==> src/lwoa_pkg.sv <==
// Shared types and constants for the long-window region overlap-add unit.
`default_nettype none
package lwoa_pkg;

  localparam int MaxFrame   = 2048;
  localparam int PosW       = $clog2(MaxFrame);
  localparam int LenW       = PosW + 1;
  localparam int CfgW       = 12;
  localparam int CmpW       = ((LenW > CfgW) ? LenW : CfgW) + 1;
  localparam int QW         = 5;
  localparam int DataW      = 32;
  localparam int ProdW      = 2 * DataW;
  localparam int QFrac      = 31;
  localparam int CfgIdxW    = 3;
  localparam int QueueDepth = 2;
  localparam int QPtrW      = $clog2(QueueDepth);
  localparam int QCntW      = $clog2(QueueDepth + 1);

  localparam logic [CfgW-1:0] FrameLenRst = CfgW'(1024);

  typedef enum logic [CfgIdxW-1:0] {
    CFG_FLAT_LEN  = 3'd0,
    CFG_TRANS_LEN = 3'd1,
    CFG_FRAME_LEN = 3'd2,
    CFG_CUR_Q     = 3'd3,
    CFG_OVL_Q     = 3'd4
  } lwoa_cfg_idx_e;

  typedef enum logic [1:0] {
    RGN_FLAT = 2'd0,
    RGN_RISE = 2'd1,
    RGN_FALL = 2'd2,
    RGN_TAIL = 2'd3
  } lwoa_region_e;

  typedef struct packed {
    logic signed [DataW-1:0] frame_sample;
    logic signed [DataW-1:0] overlap_sample;
    logic signed [DataW-1:0] forward_coef;
    logic signed [DataW-1:0] reverse_coef;
  } lwoa_in_t;

  typedef struct packed {
    logic signed [DataW-1:0] out_sample;
    logic        [QW-1:0]    out_q;
    logic                    frame_end;
  } lwoa_out_t;

  // Classified word handed from the front to the back through the queue.
  typedef struct packed {
    lwoa_region_e            region;
    logic signed [DataW-1:0] op_a;      // frame sample, negated where the region asks
    logic signed [DataW-1:0] ovl;
    logic signed [DataW-1:0] fwd;
    logic signed [DataW-1:0] rev;
    logic        [QW-1:0]    sh;        // right shift applied to the finer term
    logic                    cur_finer;
    logic        [QW-1:0]    oq;
    logic                    frame_end;
  } lwoa_job_t;

endpackage
`default_nettype wire

==> src/lwoa_front.sv <==
// Front end: config registers, position counter and region classification.
`default_nettype none
module lwoa_front (
  input  wire                        clk_i,
  input  wire                        rst_ni,
  input  wire                        cfg_valid_i,
  input  wire [lwoa_pkg::CfgIdxW-1:0] cfg_index_i,
  input  wire [lwoa_pkg::CfgW-1:0]   cfg_data_i,
  input  wire                        in_valid_i,
  input  wire lwoa_pkg::lwoa_in_t    in_data_i,
  input  wire                        q_ready_i,
  output logic                       q_push_o,
  output lwoa_pkg::lwoa_job_t        q_job_o
);
  import lwoa_pkg::*;

  logic [CfgW-1:0] flat_len_q, trans_len_q, frame_len_q;
  logic [QW-1:0]   cur_q_q, ovl_q_q;
  logic [PosW-1:0] pos_q, pos_d;

  logic [CmpW-1:0] len_raw, len_eff, half, trans_end, tail_start, pos_ext, flat_ext;
  logic            last, finer;
  logic [QW-1:0]   dq;
  lwoa_region_e    region;
  logic [DataW-1:0] neg_frame;

  always_ff @(posedge clk_i or negedge rst_ni) begin
    if (!rst_ni) begin
      flat_len_q  <= '0;
      trans_len_q <= '0;
      frame_len_q <= FrameLenRst;
      cur_q_q     <= '0;
      ovl_q_q     <= '0;
    end else if (cfg_valid_i) begin
      case (lwoa_cfg_idx_e'(cfg_index_i))
        CFG_FLAT_LEN:  flat_len_q  <= cfg_data_i;
        CFG_TRANS_LEN: trans_len_q <= cfg_data_i;
        CFG_FRAME_LEN: frame_len_q <= cfg_data_i;
        CFG_CUR_Q:     cur_q_q     <= cfg_data_i[QW-1:0];
        CFG_OVL_Q:     ovl_q_q     <= cfg_data_i[QW-1:0];
        default: ;
      endcase
    end
  end

  always_comb begin
    len_raw = CmpW'(frame_len_q);
    if (len_raw > CmpW'(MaxFrame)) begin
      len_eff = CmpW'(MaxFrame);
    end else if (len_raw == '0) begin
      len_eff = CmpW'(1);
    end else begin
      len_eff = len_raw;
    end
    half       = len_eff >> 1;
    trans_end  = CmpW'(flat_len_q) + CmpW'(trans_len_q);
    tail_start = (trans_end > half) ? trans_end : half;
    pos_ext    = CmpW'(pos_q);
    flat_ext   = CmpW'(flat_len_q);

    if (pos_ext >= tail_start) begin
      region = RGN_TAIL;
    end else if (pos_ext >= half) begin
      region = RGN_FALL;
    end else if (pos_ext >= flat_ext) begin
      region = RGN_RISE;
    end else begin
      region = RGN_FLAT;
    end

    // counter past a shortened frame counts as the frame's last sample
    last  = pos_ext >= (len_eff - CmpW'(1));
    pos_d = last ? '0 : pos_q + PosW'(1);

    finer     = cur_q_q > ovl_q_q;
    dq        = finer ? (cur_q_q - ovl_q_q) : (ovl_q_q - cur_q_q);
    neg_frame = ~in_data_i.frame_sample + DataW'(1);

    q_job_o.region    = region;
    q_job_o.op_a      = ((region == RGN_FALL) || (region == RGN_TAIL)) ?
                        neg_frame : in_data_i.frame_sample;
    q_job_o.ovl       = in_data_i.overlap_sample;
    q_job_o.fwd       = in_data_i.forward_coef;
    q_job_o.rev       = in_data_i.reverse_coef;
    q_job_o.cur_finer = finer;
    q_job_o.oq        = finer ? ovl_q_q : cur_q_q;
    q_job_o.frame_end = last;
    case (region)
      RGN_FLAT: q_job_o.sh = finer ? '0 : dq;
      RGN_TAIL: q_job_o.sh = finer ? dq : '0;
      default:  q_job_o.sh = dq;
    endcase
  end

  assign q_push_o = in_valid_i && q_ready_i;

  always_ff @(posedge clk_i or negedge rst_ni) begin
    if (!rst_ni) begin
      pos_q <= '0;
    end else if (q_push_o) begin
      pos_q <= pos_d;
    end
  end

endmodule
`default_nettype wire

==> config.mk <==
export PLATFORM = sky130hd
export DESIGN_NAME = lwoa_front
export DESIGN_NICKNAME = d
export VERILOG_FILES = /design/src/lwoa_pkg.sv /design/src/lwoa_front.sv
export SDC_FILE = /design/constraint.sdc
export NUM_CORES = 1
export LEC_CHECK = 0
export BUFFER_PORTS_ARGS = -buffer_cell sky130_fd_sc_hd__buf_2
export CAP_MARGIN = 25
export CORE_ASPECT_RATIO = 0.7
export CORE_MARGIN = 1
export CORE_UTILIZATION = 52
export DETAILED_ROUTE_END_ITERATION = 16
export GPL_ROUTABILITY_DRIVEN = 0
export PLACE_DENSITY = 0.87
export SLEW_MARGIN = 20
export SYNTH_ARGS = -nofsm -noshare
export SYNTH_HDL_FRONTEND = slang
export SYNTH_SLANG_ARGS = --single-unit
==> constraint.sdc <==
create_clock -name clk_i -period 9.9 [get_ports clk_i]
set_clock_uncertainty 0.2 [all_clocks]
set_input_delay 1.98 -clock clk_i [delete_from_list [all_inputs] [get_ports clk_i]]
set_output_delay 1.98 -clock clk_i [all_outputs]
set_load 0.005 [all_outputs]
Yosys cells after proc, flatten, opt, wreduce, memory -nomap -nowiden
Cells that the tools add are included.
{ "classes": {"add_sub_neg": 6, "n_mul": 0, "div_mod_pow": 0, "magnitude_cmp": 7, "eq_ne": 6, "shifts": 0, "muxes": 13, "bitwise_logic": 1, "n_reduce_logical": 10} }
{ "ops": {"columns": ["cell", "count"], "rows": [
  ["32-bit by 2-bit adder with 32-bit output, second input constant", 1],
  ["32-bit 2-to-1 mux", 1],
  ["32-bit inverter", 1],
  ["11-bit by 13-bit greater-or-equal comparator with 1-bit output", 2],
  ["11-bit by 12-bit greater-or-equal comparator with 1-bit output", 2],
  ["12-bit 2-to-1 mux", 2],
  ["5-bit 2-to-1 mux", 4],
  ["12-bit by 12-bit adder with 13-bit output", 1],
  ["13-bit by 12-bit greater-than comparator with 1-bit output", 1],
  ["13-bit 2-to-1 mux", 1],
  ["13-bit by 1-bit subtractor with 13-bit output, second input constant", 1],
  ["12-bit greater-than comparator, second input constant", 1],
  ["12-bit logical NOT", 1],
  ["11-bit by 1-bit adder with 11-bit output, second input constant", 1],
  ["11-bit 2-to-1 mux", 1],
  ["5-bit case mux with 2 select lines", 1],
  ["2-bit AND reduction", 5],
  ["5-bit subtractor", 2],
  ["3-bit by 2-bit equality test with 1-bit output, second input constant", 2],
  ["5-bit greater-than comparator", 1],
  ["2-bit equality test, second input constant", 2],
  ["2-bit 2-to-1 mux", 2],
  ["3-bit by 1-bit equality test with 1-bit output, second input constant", 1],
  ["3-bit equality test, second input constant", 1],
  ["5 further kinds", 5]
]} }
{ "word_totals": {"regBits": 57, "latchBits": 0, "ramBits": 0, "romBits": 0, "in_bits": 148, "out_inout_bits": 143, "word_cells": 49, "n_memories": 0} }

Depth between registers and ports, before layout
{ "depth": {"depth_word": 10, "depth_mapped": 27, "depth_no_buf": 25} }

Worst setup path before layout
No wires, ideal clock.
{ "synth_timing": {"kind": "register to output", "startpoint": "register flat_len_q[0]", "endpoint": "output port q_job_o[10] (netlist bit)", "arrival_time_ps": 5291, "t_required_ps": 7720, "slack_ps": 2429, "stages_incl_launch_ff": 28, "n_path_buf": 2, "path_cell_list": "dfrtp_1 -> ha_1 -> inv_1 -> fa_1 -> nor2b_1 -> o311a_1 -> o21ai_0 -> nand2b_1 -> a21oi_1 -> xnor2_1 -> ha_1 -> nand3_1 -> o32a_1 -> a21oi_1 -> buf_2 -> mux2i_1 -> ha_1 -> a211o_1 -> a31oi_1 -> nor4_1 -> o22ai_1 -> o31ai_1 -> clkbuf_1 -> inv_1 -> ha_1 -> mux2_2 -> nor2_1 -> nor2_1"} }
{ "synth_rtl": {"columns": ["item", "line", "text"], "rows": [
  ["start, declared", "lwoa_front.sv:17", "logic [CfgW-1:0] flat_len_q, trans_len_q, frame_len_q;"],
  ["start signal, assigned", "lwoa_front.sv:36", "CFG_FLAT_LEN: flat_len_q <= cfg_data_i;"],
  ["end, declared", "lwoa_front.sv:13", "output lwoa_pkg::lwoa_job_t q_job_o"]
]} }

==> reports/summary.txt <==
status - finished, final reports clean
chip width - 133 um
GRT Residual Overflow - 0
Power Internal - 0.000897 W
final slew viol count - 0
postcts setup bufs - 0
number of synthesized flops with an enable pin - 0
layout cells sized above 1 - 0.224
RR Endpoint - pos_q[5]$_DFFE_PN0P_
cell taking the most area after synthesis - dfrtp_1
gr usage total - 0.255
die area - 12500 um^2
initial detailed-routing violation count - 362
Vias - 5117
register area share after synthesis - 0.227
diode count - 0
CTS tree - done
Synth Register Bits - 57
total CTS buffers - 9
Netlist cell types - 59
area grow syn2layout - 4.40%
critical path arrival - 6.26 ns
ys async rst share - 1.00
Port-buffer cells - 98
switching share of power - 0.409
r2r worst-path depth - 17
worst skew pair latency - 0.34 ns
Slew Limit Headroom - 0.517
Final Cycle Share - 0.852
initial antenna violation count - 0
DR DRC count - 0
cell count after placement - 876
total number of yosys warnings - 0
setup_tns - 0 ns
final hold vios - 0
syn_area_per_cell - 8.66 um^2
min Tclk post-route - 8.44 ns
Fmax - 118 MHz
largest net degree at the start of global routing - 58
vias per cell - 5.72
layout net count - 964
Worst Max-Slew Pin Slew - 0.724 ns
DP HPWL - 12.2 mm
Setup crit end kind - primary output
Psw - 0.000621 W
# Max-Cap Violations - 0
Sinks on Clock Net - 57
pwr dens - 231 nW/um^2
Routed Antenna Nets - 0
end-of-flow core utilization - 0.560
Fill cells - 1066
vias in the first global route - 4682
synthesized area - 6280 um^2
CTS Hold Buffers Added - 0
Lkg Pwr - 3.12 nW
total I/O pin count - 291
r2r setup slk - 5.26 ns
crit path launch - flat_len_q[0]$_DFFE_PN0P_
hold crit path type - reg -> reg
die height - 94.0 um
H-tree depth - 3
Flop pwr share - 0.220
Reg-to-Reg Start - frame_len_q[6]$_DFFE_PN0P_
Comb pwr share - 0.572
CP startpoint kind - flop
synth top area cells - dfrtp_1 22%, ha_1 16%, buf_4 12%, mux2_2 5.7%, xnor2_1 5.6%
top_reg_cell synth - dfrtp_1
Layout Cells excl Fill - 894
root buf cell - clkbuf_16
cell row count - 33
Syn Inst Count - 726
Resize count post-CTS - 0
Max Fanout on Critical Path - 35
most numerous cell in the Yosys netlist - buf_4
RSZ-0062 raised after global routing - no
peak supply drop - 0.000156 V
initial core utilization - 0.536
synth cell count leaders - 99 x buf_4, 81 x ha_1, 57 x nand2_1
kind of critical path - reg -> out
Reg clk slew, reported paths - 0.05 ns
Total Wirelength - 15.3 mm
Bufs on Longest Clock Path - 2
drt pass-1 iters - 5
Worst Setup EP - q_job_o[10]
clock share of power - 0.208
wire per inst - 17.1 um
syn nets - 958
Data required, critical path - 7.72 ns
final setup vio count - 0
first-pass GRT wire length - 24.5 mm
Synth top area share - 0.223
Core Area - 11700 um^2
## cell type report
class	count	area [um^2]	area share
Tap cell	157	196	0.0299
Sequential cell	57	1430	0.218
Multi-Input combinational cell	510	3910	0.595
Clock buffer	11	253	0.0385
Inverter	48	180	0.0275
Clock inverter	5	53.8	0.00820
Timing Repair Buffer	106	546	0.0831
## layer usage
layer	global-route usage	part of all wire
met5	0.0214	0.0023
met4	0.110	0.027
met3	0.0685	0.081
met2	0.345	0.39
met1	0.370	0.50
## registers in the layout (all words and copies together), names as in the netlist
name and flops:
cur_q_q 5, flat_len_q 12, frame_len_q 12, ovl_q_q 5, pos_q 11, trans_len_q 12
## through the flow
stage                     setup slack (ns)  hold WS [ns]  power (W)  area (um^2)
after global routing                  1.00         0.335    0.00165         6560
after detailed placement              1.88         0.308    0.00119         6240
after floorplan                       2.43         0.285   0.000975         6280
final                                 1.46         0.314    0.00152         6560
after global placement                2.01         0.293    0.00116         6240
after CTS                             1.49         0.319    0.00151         6550
## worst max-delay path, cell delays in order (launching register included)
cell	delay (ns)
dfrtp_1	0.39
ha_1	0.24
inv_1	0.08
fa_1	0.22
nor2b_1	0.07
o311a_1	0.33
o21ai_0	0.19
nand2b_1	0.07
a21oi_1	0.17
xnor2_1	0.12
ha_1	0.33
nand3_1	0.08
o32a_1	0.32
a21oi_1	0.15
buf_4	0.24
mux2_2	0.36
ha_1	0.27
a31oi_1	0.08
nor4_1	0.30
o22ai_1	0.20
o31ai_4	0.23
buf_4	0.35
inv_1	0.08
ha_1	0.20
mux2_2	0.26
nor2_1	0.34
nor2_1	0.09
buf_2	0.14
## cell families after synthesis
logic type                 share of synthesized area
DFF                                            0.227
and+or+nand+nor                                0.143
muxes                                         0.0796
xor gates and xnor gates                      0.0725
adders and majority gates                      0.171
AOI/OAI and AO/OA                              0.153
buffers and inverters                          0.154
## how the worst min path moves through the flow
stage | from | endpoint | slack (ns) | depth (start not counted)
finish | trans_len_q[5]$_DFFE_PN0P_ | trans_len_q[5]$_DFFE_PN0P_ | 0.31 | 1
global placement | trans_len_q[4]$_DFFE_PN0P_ | trans_len_q[4]$_DFFE_PN0P_ | 0.29 | 1
floorplan | trans_len_q[6]$_DFFE_PN0P_ | trans_len_q[6]$_DFFE_PN0P_ | 0.28 | 1
global route | trans_len_q[2]$_DFFE_PN0P_ | trans_len_q[2]$_DFFE_PN0P_ | 0.33 | 1
CTS | trans_len_q[5]$_DFFE_PN0P_ | trans_len_q[5]$_DFFE_PN0P_ | 0.32 | 1
detailed placement | trans_len_q[5]$_DFFE_PN0P_ | trans_len_q[5]$_DFFE_PN0P_ | 0.31 | 1
## cell usage in the layout, fill, tap and decap left out, types with 13 or more instances in the layout
| cell type | count |
|---|---|
| nand2_1 | 57 |
| a21oi_1 | 24 |
| mux2_2 | 32 |
| xnor2_1 | 40 |
| ha_1 | 81 |
| dfrtp_1 | 56 |
| mux2i_1 | 14 |
| buf_2 | 99 |
| nor2b_1 | 14 |
| o21ai_0 | 44 |
| inv_1 | 48 |
| nor2_1 | 39 |
| nand3_1 | 13 |
## power by group through the flow
stage	combinational, W	sequential (W)	clock, W
4_1_cts	0.000860	0.000333	0.000321
2_1_floorplan	0.000660	0.000315	0
6_report	0.000869	0.000334	0.000315
3_5_place_dp	0.000853	0.000336	0
5_1_grt	0.000973	0.000341	0.000332
3_3_place_gp	0.000830	0.000333	0
No activity file was read; power rests on OpenSTA's default activity.
