--- src/lwoa_pkg.sv ---
// Shared types and constants for the long-window region overlap-add unit.
`default_nettype none
package lwoa_pkg;

  localparam int MaxFrame   = 2048;
  localparam int PosW       = $clog2(MaxFrame);
  localparam int LenW       = PosW + 1;
  localparam int CfgW       = 12;
  localparam int CmpW       = ((LenW > CfgW) ? LenW : CfgW) + 1;
  localparam int QW         = 5;
  localparam int DataW      = 32;
  localparam int ProdW      = 2 * DataW;
  localparam int QFrac      = 31;
  localparam int CfgIdxW    = 3;
  localparam int QueueDepth = 2;
  localparam int QPtrW      = $clog2(QueueDepth);
  localparam int QCntW      = $clog2(QueueDepth + 1);

  localparam logic [CfgW-1:0] FrameLenRst = CfgW'(1024);

  typedef enum logic [CfgIdxW-1:0] {
    CFG_FLAT_LEN  = 3'd0,
    CFG_TRANS_LEN = 3'd1,
    CFG_FRAME_LEN = 3'd2,
    CFG_CUR_Q     = 3'd3,
    CFG_OVL_Q     = 3'd4
  } lwoa_cfg_idx_e;

  typedef enum logic [1:0] {
    RGN_FLAT = 2'd0,
    RGN_RISE = 2'd1,
    RGN_FALL = 2'd2,
    RGN_TAIL = 2'd3
  } lwoa_region_e;

  typedef struct packed {
    logic signed [DataW-1:0] frame_sample;
    logic signed [DataW-1:0] overlap_sample;
    logic signed [DataW-1:0] forward_coef;
    logic signed [DataW-1:0] reverse_coef;
  } lwoa_in_t;

  typedef struct packed {
    logic signed [DataW-1:0] out_sample;
    logic        [QW-1:0]    out_q;
    logic                    frame_end;
  } lwoa_out_t;

  // Classified word handed from the front to the back through the queue.
  typedef struct packed {
    lwoa_region_e            region;
    logic signed [DataW-1:0] op_a;      // frame sample, negated where the region asks
    logic signed [DataW-1:0] ovl;
    logic signed [DataW-1:0] fwd;
    logic signed [DataW-1:0] rev;
    logic        [QW-1:0]    sh;        // right shift applied to the finer term
    logic                    cur_finer;
    logic        [QW-1:0]    oq;
    logic                    frame_end;
  } lwoa_job_t;

endpackage
`default_nettype wire

--- src/lwoa_queue.sv ---
// Short queue of classified words between front and back.
`default_nettype none
module lwoa_queue (
  input  wire                  clk_i,
  input  wire                  rst_ni,
  input  wire                  push_i,
  input  wire lwoa_pkg::lwoa_job_t push_job_i,
  output logic                 ready_o,
  input  wire                  pop_i,
  output logic                 valid_o,
  output lwoa_pkg::lwoa_job_t  pop_job_o
);
  import lwoa_pkg::*;

  lwoa_job_t        mem_q [QueueDepth];
  logic [QPtrW-1:0] wr_ptr_q, rd_ptr_q;
  logic [QCntW-1:0] cnt_q, cnt_d;
  logic             do_pop;

  assign ready_o   = cnt_q < QCntW'(QueueDepth);
  assign valid_o   = cnt_q != '0;
  assign pop_job_o = mem_q[rd_ptr_q];
  assign do_pop    = pop_i && valid_o;

  always_comb begin
    cnt_d = cnt_q;
    if (push_i && !do_pop) begin
      cnt_d = cnt_q + QCntW'(1);
    end else if (do_pop && !push_i) begin
      cnt_d = cnt_q - QCntW'(1);
    end
  end

  always_ff @(posedge clk_i) begin
    if (push_i) begin
      mem_q[wr_ptr_q] <= push_job_i;
    end
  end

  always_ff @(posedge clk_i or negedge rst_ni) begin
    if (!rst_ni) begin
      wr_ptr_q <= '0;
      rd_ptr_q <= '0;
      cnt_q    <= '0;
    end else begin
      cnt_q <= cnt_d;
      if (push_i) begin
        wr_ptr_q <= (wr_ptr_q == QPtrW'(QueueDepth - 1)) ? '0 : wr_ptr_q + QPtrW'(1);
      end
      if (do_pop) begin
        rd_ptr_q <= (rd_ptr_q == QPtrW'(QueueDepth - 1)) ? '0 : rd_ptr_q + QPtrW'(1);
      end
    end
  end

endmodule
`default_nettype wire

--- config.mk ---
export PLATFORM = sky130hd
export DESIGN_NAME = lwoa_queue
export DESIGN_NICKNAME = d
export VERILOG_FILES = /design/src/lwoa_pkg.sv /design/src/lwoa_queue.sv
export SDC_FILE = /design/constraint.sdc
export NUM_CORES = 1
export LEC_CHECK = 0
export ABC_CLOCK_PERIOD_IN_PS = 11000
export BUFFER_PORTS_ARGS = -buffer_cell sky130_fd_sc_hd__buf_2
export CAP_MARGIN = 20
export CORE_MARGIN = 2
export CORE_UTILIZATION = 46
export DETAILED_ROUTE_END_ITERATION = 10
export PLACE_DENSITY = 0.71
export SLEW_MARGIN = 10
export SYNTH_ARGS = -nofsm -noshare
export SYNTH_HDL_FRONTEND = slang
export SYNTH_SLANG_ARGS = --single-unit
--- constraint.sdc ---
create_clock -name clk_i -period 11 [get_ports clk_i]
set_input_delay 2.2 -clock clk_i [delete_from_list [all_inputs] [get_ports clk_i]]
set_output_delay 2.2 -clock clk_i [all_outputs]
set_load 0.02 [all_outputs]
# --- Yosys cells after proc, flatten, opt, wreduce, memory -nomap -nowiden ---
# Memory sizes are Yosys's and may differ from the RTL's.
# Cells that the tools add are included.
word_totals:
  regBits: 4
  ramBits: 284
  in_bits: 146
  out_inout_bits: 144
  wordCells: 22
  n_memories: 1
op_classes:
  n_addsub: 4
  order_cmp: 1
  mux: 6
  n_reduce_logical: 7
memory_table:
  columns: ["name", "depth", "width", "read_ports", "rd_clocked_by_memory_dff", "wr", "line_no", "rtl"]
  rows:
  - ["mem_q", 2, 142, 1, 0, 1, "lwoa_queue.sv:15", "lwoa_job_t mem_q [QueueDepth];"]
op_table:
  columns: ["operator", "count"]
  rows:
  - ["two-way mux 1 bit", 4]
  - ["two-way mux 2 bit", 2]
  - ["nonzero test 2 bit", 2]
  - ["logical AND 1 bit", 3]
  - ["adder 1 bit, second input constant", 2]
  - ["adder 2 x 1 -> 2 bit, second input constant", 1]
  - ["zero test 1 bit", 2]
  - ["< comparator 2 bit, second input constant", 1]
  - ["subtractor 2 x 1 -> 2 bit, second input constant", 1]

# --- Logic depth before layout (Yosys ltp) ---
# Gate-level depths: netlist (run 1).
logic_depth:
  word_depth: 5
  ltp_mapped: 6
  ltp_nobuf: 6

# --- Least setup slack after synthesis (run 1) ---
# Ideal clock, no wire load.
synth_timing:
  path_kind: "input to register"
  from: "input port push_i"
  to: "memory mem_q[0][0] (netlist bit) (enable)"
  setup_time_ns: 0.662
  t_arrival_ns: 8.346
  required_ns: 10.338
  setup_slack_ns: 1.992
  cell_stages: 1
  n_path_buf: 0
  path_cell_list: "nor2b_1"
synth_via:
  elab_chain_cells: 2
synth_rtl:
  columns: ["element", "line_no", "rtl"]
  rows:
  - ["start, declared", "lwoa_queue.sv:6", "input wire push_i,"]
  - ["two-way mux 1 bit", "lwoa_queue.sv:35", "if (push_i) begin"]
  - ["two-way mux 1 bit (not written as such)", "lwoa_queue.sv:36", "mem_q[wr_ptr_q] <= push_job_i;"]
  - ["end, declared", "lwoa_queue.sv:15", null]
# Every way passes these cells.

==> results.md, run 1 <==
- Nets: 914
- I/O pin count: 290
- Vias per cell: 4.82
- PortBufs: just under 300
- CP endpoint kind: primary output
- Final setup vio count: 0
- Peak VDD IR: 0.000197 V
- Total global routing overflow: 0
- Setup tns final: 0 ps
- CP Data Required Time: 8800 ps
- Die X: 157 um
- Max Cap Viol: 0
- Routability cong.: 0.716
- Worst Setup SP: rd_ptr_q
- Synthesized cell area: 10700 um^2
- Period utilization: 43.7%
- Rows: 55
- DP Area: around 12000 um^2
- Detailed placement HPWL: approximately 13000 um
- CP Max Fanout: between 60 and 70
- Total iterations of the first detailed-routing run: 4
- Htree depth: 1
- GR Util All Layers: 15.2%
- Most common cell after layout, fill and taps aside: buf_2
- Worst setup SP type: flip-flop
- PwrDens: 270 nW/um^2
- Starting Density: 47.0%
- # fillers: 1702
- Crit path max-delay cell type: buf_4
- Num Clock Sinks: ~290
- CTS clk-pin slew, worst paths: around 60 ps
- Die H: 157 um
- Clock Latency Late Sink: 530 ps
- Worst-Margin Slew: 1030 ps
- Initial DRC Count: ~220
- CTS max path bufs: 3
- Setup Fix Bufs, Post-CTS: 0
- Total power: 3.61 mW
- Routed WL: 19700 um
- Die ar.: roughly 25000 um^2
- CP bufs+invs: 2
- Register area share after synthesis: between 80% and 90%
- Cell area after layout: 13400 um^2
- Syn. warnings: 0
- Vias in the first global route: roughly 5700
- Vias: 5313
- Mapped Cells: ~460
- Synth cell types: 15
- Resized cells post-CTS: 0
- Min-delay src: cnt_q[0]
- Seq cells post-synth: 288
- Remaining DRCs: 0
- Routed len/inst: 17.9 um
- Largest stage delay, worst path: approximately 760 ps
- RSZ-0062 raised after global routing: false
- First-pass GRT wire length: 29300 um
- Max Slew Vio Count: 0
- CTS buffer count: 28
- Clock Skews: 15.5 ps
- Syn_nets: roughly 610
- Critical path class: flip-flop to primary output
- Rel. slew slack: 31.3%
- Worst R2R Start: wr_ptr_q
- Area Growth Syn to Fin: 24.8%
- Layout cells sized above 1: 60.7%
- Tmin final: 4810 ps
- Outcome: completed
- Largest net degree at the start of global routing: 81
- Crit path cell chain: buf_4 > mux2_2 > buf_2
- FMAX: 208 MHz
- Mapped Avg Cell Area: 23.4 um^2
- Crit path max-delay family: buffers and inverters
- Final Hold Viols: 0
- Initial antenna violation count: 0
- Hold_buf cts: 0
- Core Area: 22800 um^2
- Hold/Removal Path Class: flip-flop to flip-flop
- Pleak: 5.22 nW
- Crit path DAT: ~2600 ps
- CTS tree: yes
- Antenna viol nets, final: 0
- Clk root buf: clkbuf_16
- Most frequent cells in the layout: 289 x buf_2, 284 x edfxtp_1, 72 x mux2_2, 70 x mux2_4, 29 x clkbuf_16
-- metrics by stage --
step                utilization, %  setup WS [ps]  instances  hold WS, ps
finish                        58.7           6190       1103          527
global route                  58.7           6060       1102          539
CTS                           58.6           6110       1101          525
detailed placement            54.7           6460       1049          513
global placement              54.7           6540       1049          493
floorplan                        -           1990        458          455
-- state kept, by name (all words and copies together) (netlist names) --
register  flops
cnt_q         2
mem_q       284
rd_ptr_q      1
wr_ptr_q      1
-- final timing paths --
| path | to | depth (start not counted) | slack, ps |
|---|---|---|---|
| max in group asynchronous | rd_ptr_q | 1 | 9380 |
| worst min register to register | cnt_q[0] | 1 | 530 |
| worst max register to register | mem_q[1][140] | 3 | 8560 |
| min in group asynchronous | cnt_q[1] | 1 | 1480 |
| worst min-delay path | cnt_q[0] | 1 | 530 |
| worst max-delay path | pop_job_o[32] | 3 | 6190 |
-- Yosys cell counts --
library cell / n / share of area, %
ha_1: 1 / 0.12
nand2_1: 1 / 0.035
or2_2: 1 / 0.058
mux2_4: 70 / 9.8
mux2_2: 72 / 7.6
xnor2_1: 3 / 0.25
edfxtp_1: 284 / 80
and2_1: 1 / 0.058
dfrtp_1: 4 / 0.93
buf_6: 9 / 0.95
nor2b_1: 1 / 0.058
xor2_1: 2 / 0.16
nor2_1: 1 / 0.035
buf_2: 7 / 0.33
inv_1: 1 / 0.035
-- final cells by class --
| cell class | count | area, um^2 | area share, % |
|---|---|---|---|
| timing repair buffer | 295 | 1510 | 11.3 |
| clock buffer | 36 | 752 | 5.62 |
| sequential | 288 | 8630 | 64.6 |
| antenna | 1 | 2.50 | 0.0187 |
| inverter | 1 | 3.75 | 0.0281 |
| multi-input combinational | 153 | 1950 | 14.6 |
| tap | 313 | 392 | 2.93 |
| clock inverter | 16 | 121 | 0.908 |
-- routing by layer --
layer  GRT usage [%]  share of wire [%]  up-vias
met5               0                  0        -
met4            5.02                2.3        0
met3            4.38                7.8       34
met2            26.5                 51      214
met1            18.2                 39     2624
li1                -                  -     2441
-- worst reg2reg max path, stage by stage, from the launching register on --
cell and delay [ps]:
dfrtp_1 450, and2_4 490, buf_16 310, buf_4 760
-- where the power goes --
part | internal, mW | total, mW | switching, mW
combinational | 0.501 | 1.19 | 0.691
sequential | 1.46 | 1.52 | 0.0649
clock | 0.527 | 0.898 | 0.371
-- cell families after synthesis --
group	after synthesis	synth area share (%)
XOR/XNOR	5	0.409
adder cells (fa/ha/maj)	1	0.117
buffers and inverters	17	1.31
flip-flops	288	80.5
multiplexers	142	17.4
AND/OR/NAND/NOR	5	0.245
Note: power is estimated with default switching activity, not from simulation.
==> inputs of run 2 (changes only) <==
Settings changed: ABC_CLOCK_PERIOD_IN_PS 11000 to 4650.
Clock period 11 ns to 4.65 ns, I/O delays scaled along.
==> run 2 against run 1 <==
Against the previous run:
- sequential cell count unchanged
- largest cell class unchanged
- routed wire length rose by 1.2%
- first-iteration DRC count increased by 32%
- non-clock buffer count stayed put
- worst hold slack worse by 330 ps
- cell area up 0.42%
- via count fell by 0.45%
- critical path type unchanged
==> results.md, run 2 (synthesized netlist as in run 1, its figures left out) <==
- Largest net degree at the start of global routing: 81
- Total global routing overflow: 0
- Die X: 157 um
- CTS max path bufs: 3
- Crit path DAT: 2470 ps
- Layout cells sized above 1: 60.8%
- Die H: 157 um
- DP Area: 12500 um^2
- Rel. slew slack: between 20% and 30%
- Biggest regs: mem_q x284, cnt_q x2
- Final setup vio count: 0
- CTS clk-pin slew, worst paths: 60 ps
- Clk root buf: clkbuf_16
- Resized cells post-CTS: 0
- Remaining DRCs: 0
- # fillers: 1696
- Cell area after layout: 13400 um^2
- Peak VDD IR: 0.000419 V
- CP Max Fanout: slightly above 70
- Hold/Removal Path Class: input port to asynchronous set/reset pin
- Outcome: completed
- Seq. cell area: ~8600 um^2
- Met1 GRT Util: 18.1%
- GR Util All Layers: 15.6%
- Nets: about 900
- Core Area: 22800 um^2
- M2 GR Usage: roughly a quarter
- Max FFs per register: 284
- FMAX: between 200 and 300 MHz
- Worst-Margin Slew: approximately 1100 ps
- Period utilization: 73.0%
- First-pass GRT wire length: 29600 um
- Clock Skews: 6.36 ps
- Setup Fix Bufs, Post-CTS: 0
- CP Data Required Time: roughly 3700 ps
- Hold_buf cts: 0
- Setup tns final: 0 ps
- PwrDens: 643 nW/um^2
- CTS buffer count: 29
- Max Slew Vio Count: 0
- Routability cong.: about 0.77
- Clock Latency Late Sink: 530 ps
- CP endpoint kind: primary output
- Routed WL: 20000 um
- Critical path class: flip-flop to primary output
- Die ar.: 24500 um^2
- Most common cell after layout, fill and taps aside: buf_2
- Detailed placement HPWL: 13600 um
- Total iterations of the first detailed-routing run: 4
- Pleak: roughly 5.2 nW
- CTS tree: yes
- RSZ-0062 raised after global routing: false
- Htree depth: 1
- Register name with the most flops: mem_q
- Top Usage Layer GRT: met2
- Worst setup margin: 1250 ps
- Area Growth Syn to Fin: 25.3%
- Most frequent cells in the layout: 289 x buf_2, 284 x edfxtp_1, 72 x mux2_2, 70 x mux2_4, 29 x clkbuf_16
- Worst setup SP type: flip-flop
- Initial DRC Count: between 200 and 300
- Vias in the first global route: between 5000 and 6000
- Final Hold Viols: 0
- I/O pin count: just under 300
- Routed len/inst: roughly 18 um
- Initial antenna violation count: 4
- Max Cap Viol: 0
- Area of the multi-input gates: slightly below 2000 um^2
- GR Util met3: 5.84%
- Vias: 5289
- Vias per cell: 4.78
- DP Worst Slack: 1790 ps
- Rows: 55
- Starting Density: 47.0%
- Antenna viol nets, final: 0
- Tmin final: 3400 ps
- PortBufs: 289
- Num Clock Sinks: 288
run 2: cell count changes in the layout (fill, tap and decap cells not counted):
cell        change
clkbuf_1        -1
clkinv_4        +1
diode_2         +3
buf_16          -1
buf_12          +2
clkinv_1        +1
clkinv_2        -4
buf_4           -1
inv_6           +2
bufinv_16       +1
clkinvlp_4      +1
run 2: layer usage:
layer / share of wire, % / wire length [um] / vias to the layer above
met4: 3.1 / 622 / 0
met2: 49 / 9840 / 225
met1: 38 / 7570 / 2572
li1: - / - / 2447
met5: 0 / 0 / -
met3: 9.7 / 1940 / 45
run 2: area by class of cell:
type | instances | area share [%]
Antenna cell | 4 | 0.0746
Timing Repair Buffer | 295 | 11.3
Inverter | 1 | 0.0280
Tap cell | 313 | 2.92
Multi-Input combinational cell | 153 | 14.6
Clock buffer | 35 | 5.57
Sequential cell | 288 | 64.3
Clock inverter | 18 | 1.26
run 2: report_power, final:
part / switching, mW / internal [mW]
sequential: 0.188 / 3.45
combinational: 1.60 / 1.17
clock: 0.905 / 1.31
run 2: path summary, 6_finish.rpt:
path / startpoint / end / slack, ps / depth (start not counted)
setup / recovery: rd_ptr_q / pop_job_o[8] / 1250 / 3
hold / removal: rst_ni / rd_ptr_q / 200 / 1
setup reg to reg: wr_ptr_q / mem_q[0][74] / 2820 / 2
hold reg to reg: cnt_q[0] / cnt_q[0] / 530 / 1
max in group asynchronous: rst_ni / rd_ptr_q / 4320 / 1
min in group clk_i: cnt_q[0] / cnt_q[0] / 530 / 1
run 2: metrics by stage:
step                total power, mW  util, %  cells  hold WS (ps)
floorplan                      5.72        -    458           478
detailed placement             6.51     54.9   1050           527
CTS                            8.74     58.9   1103           165
global route                   9.01     58.9   1105           164
global placement               6.43     54.9   1050           492
finish                         8.63     58.9   1107           195
run 2: worst max-delay path, stage by stage, from the launching register on:
cell and delay, ps:
dfrtp_4 790, buf_12 480, mux2_2 400, buf_2 160
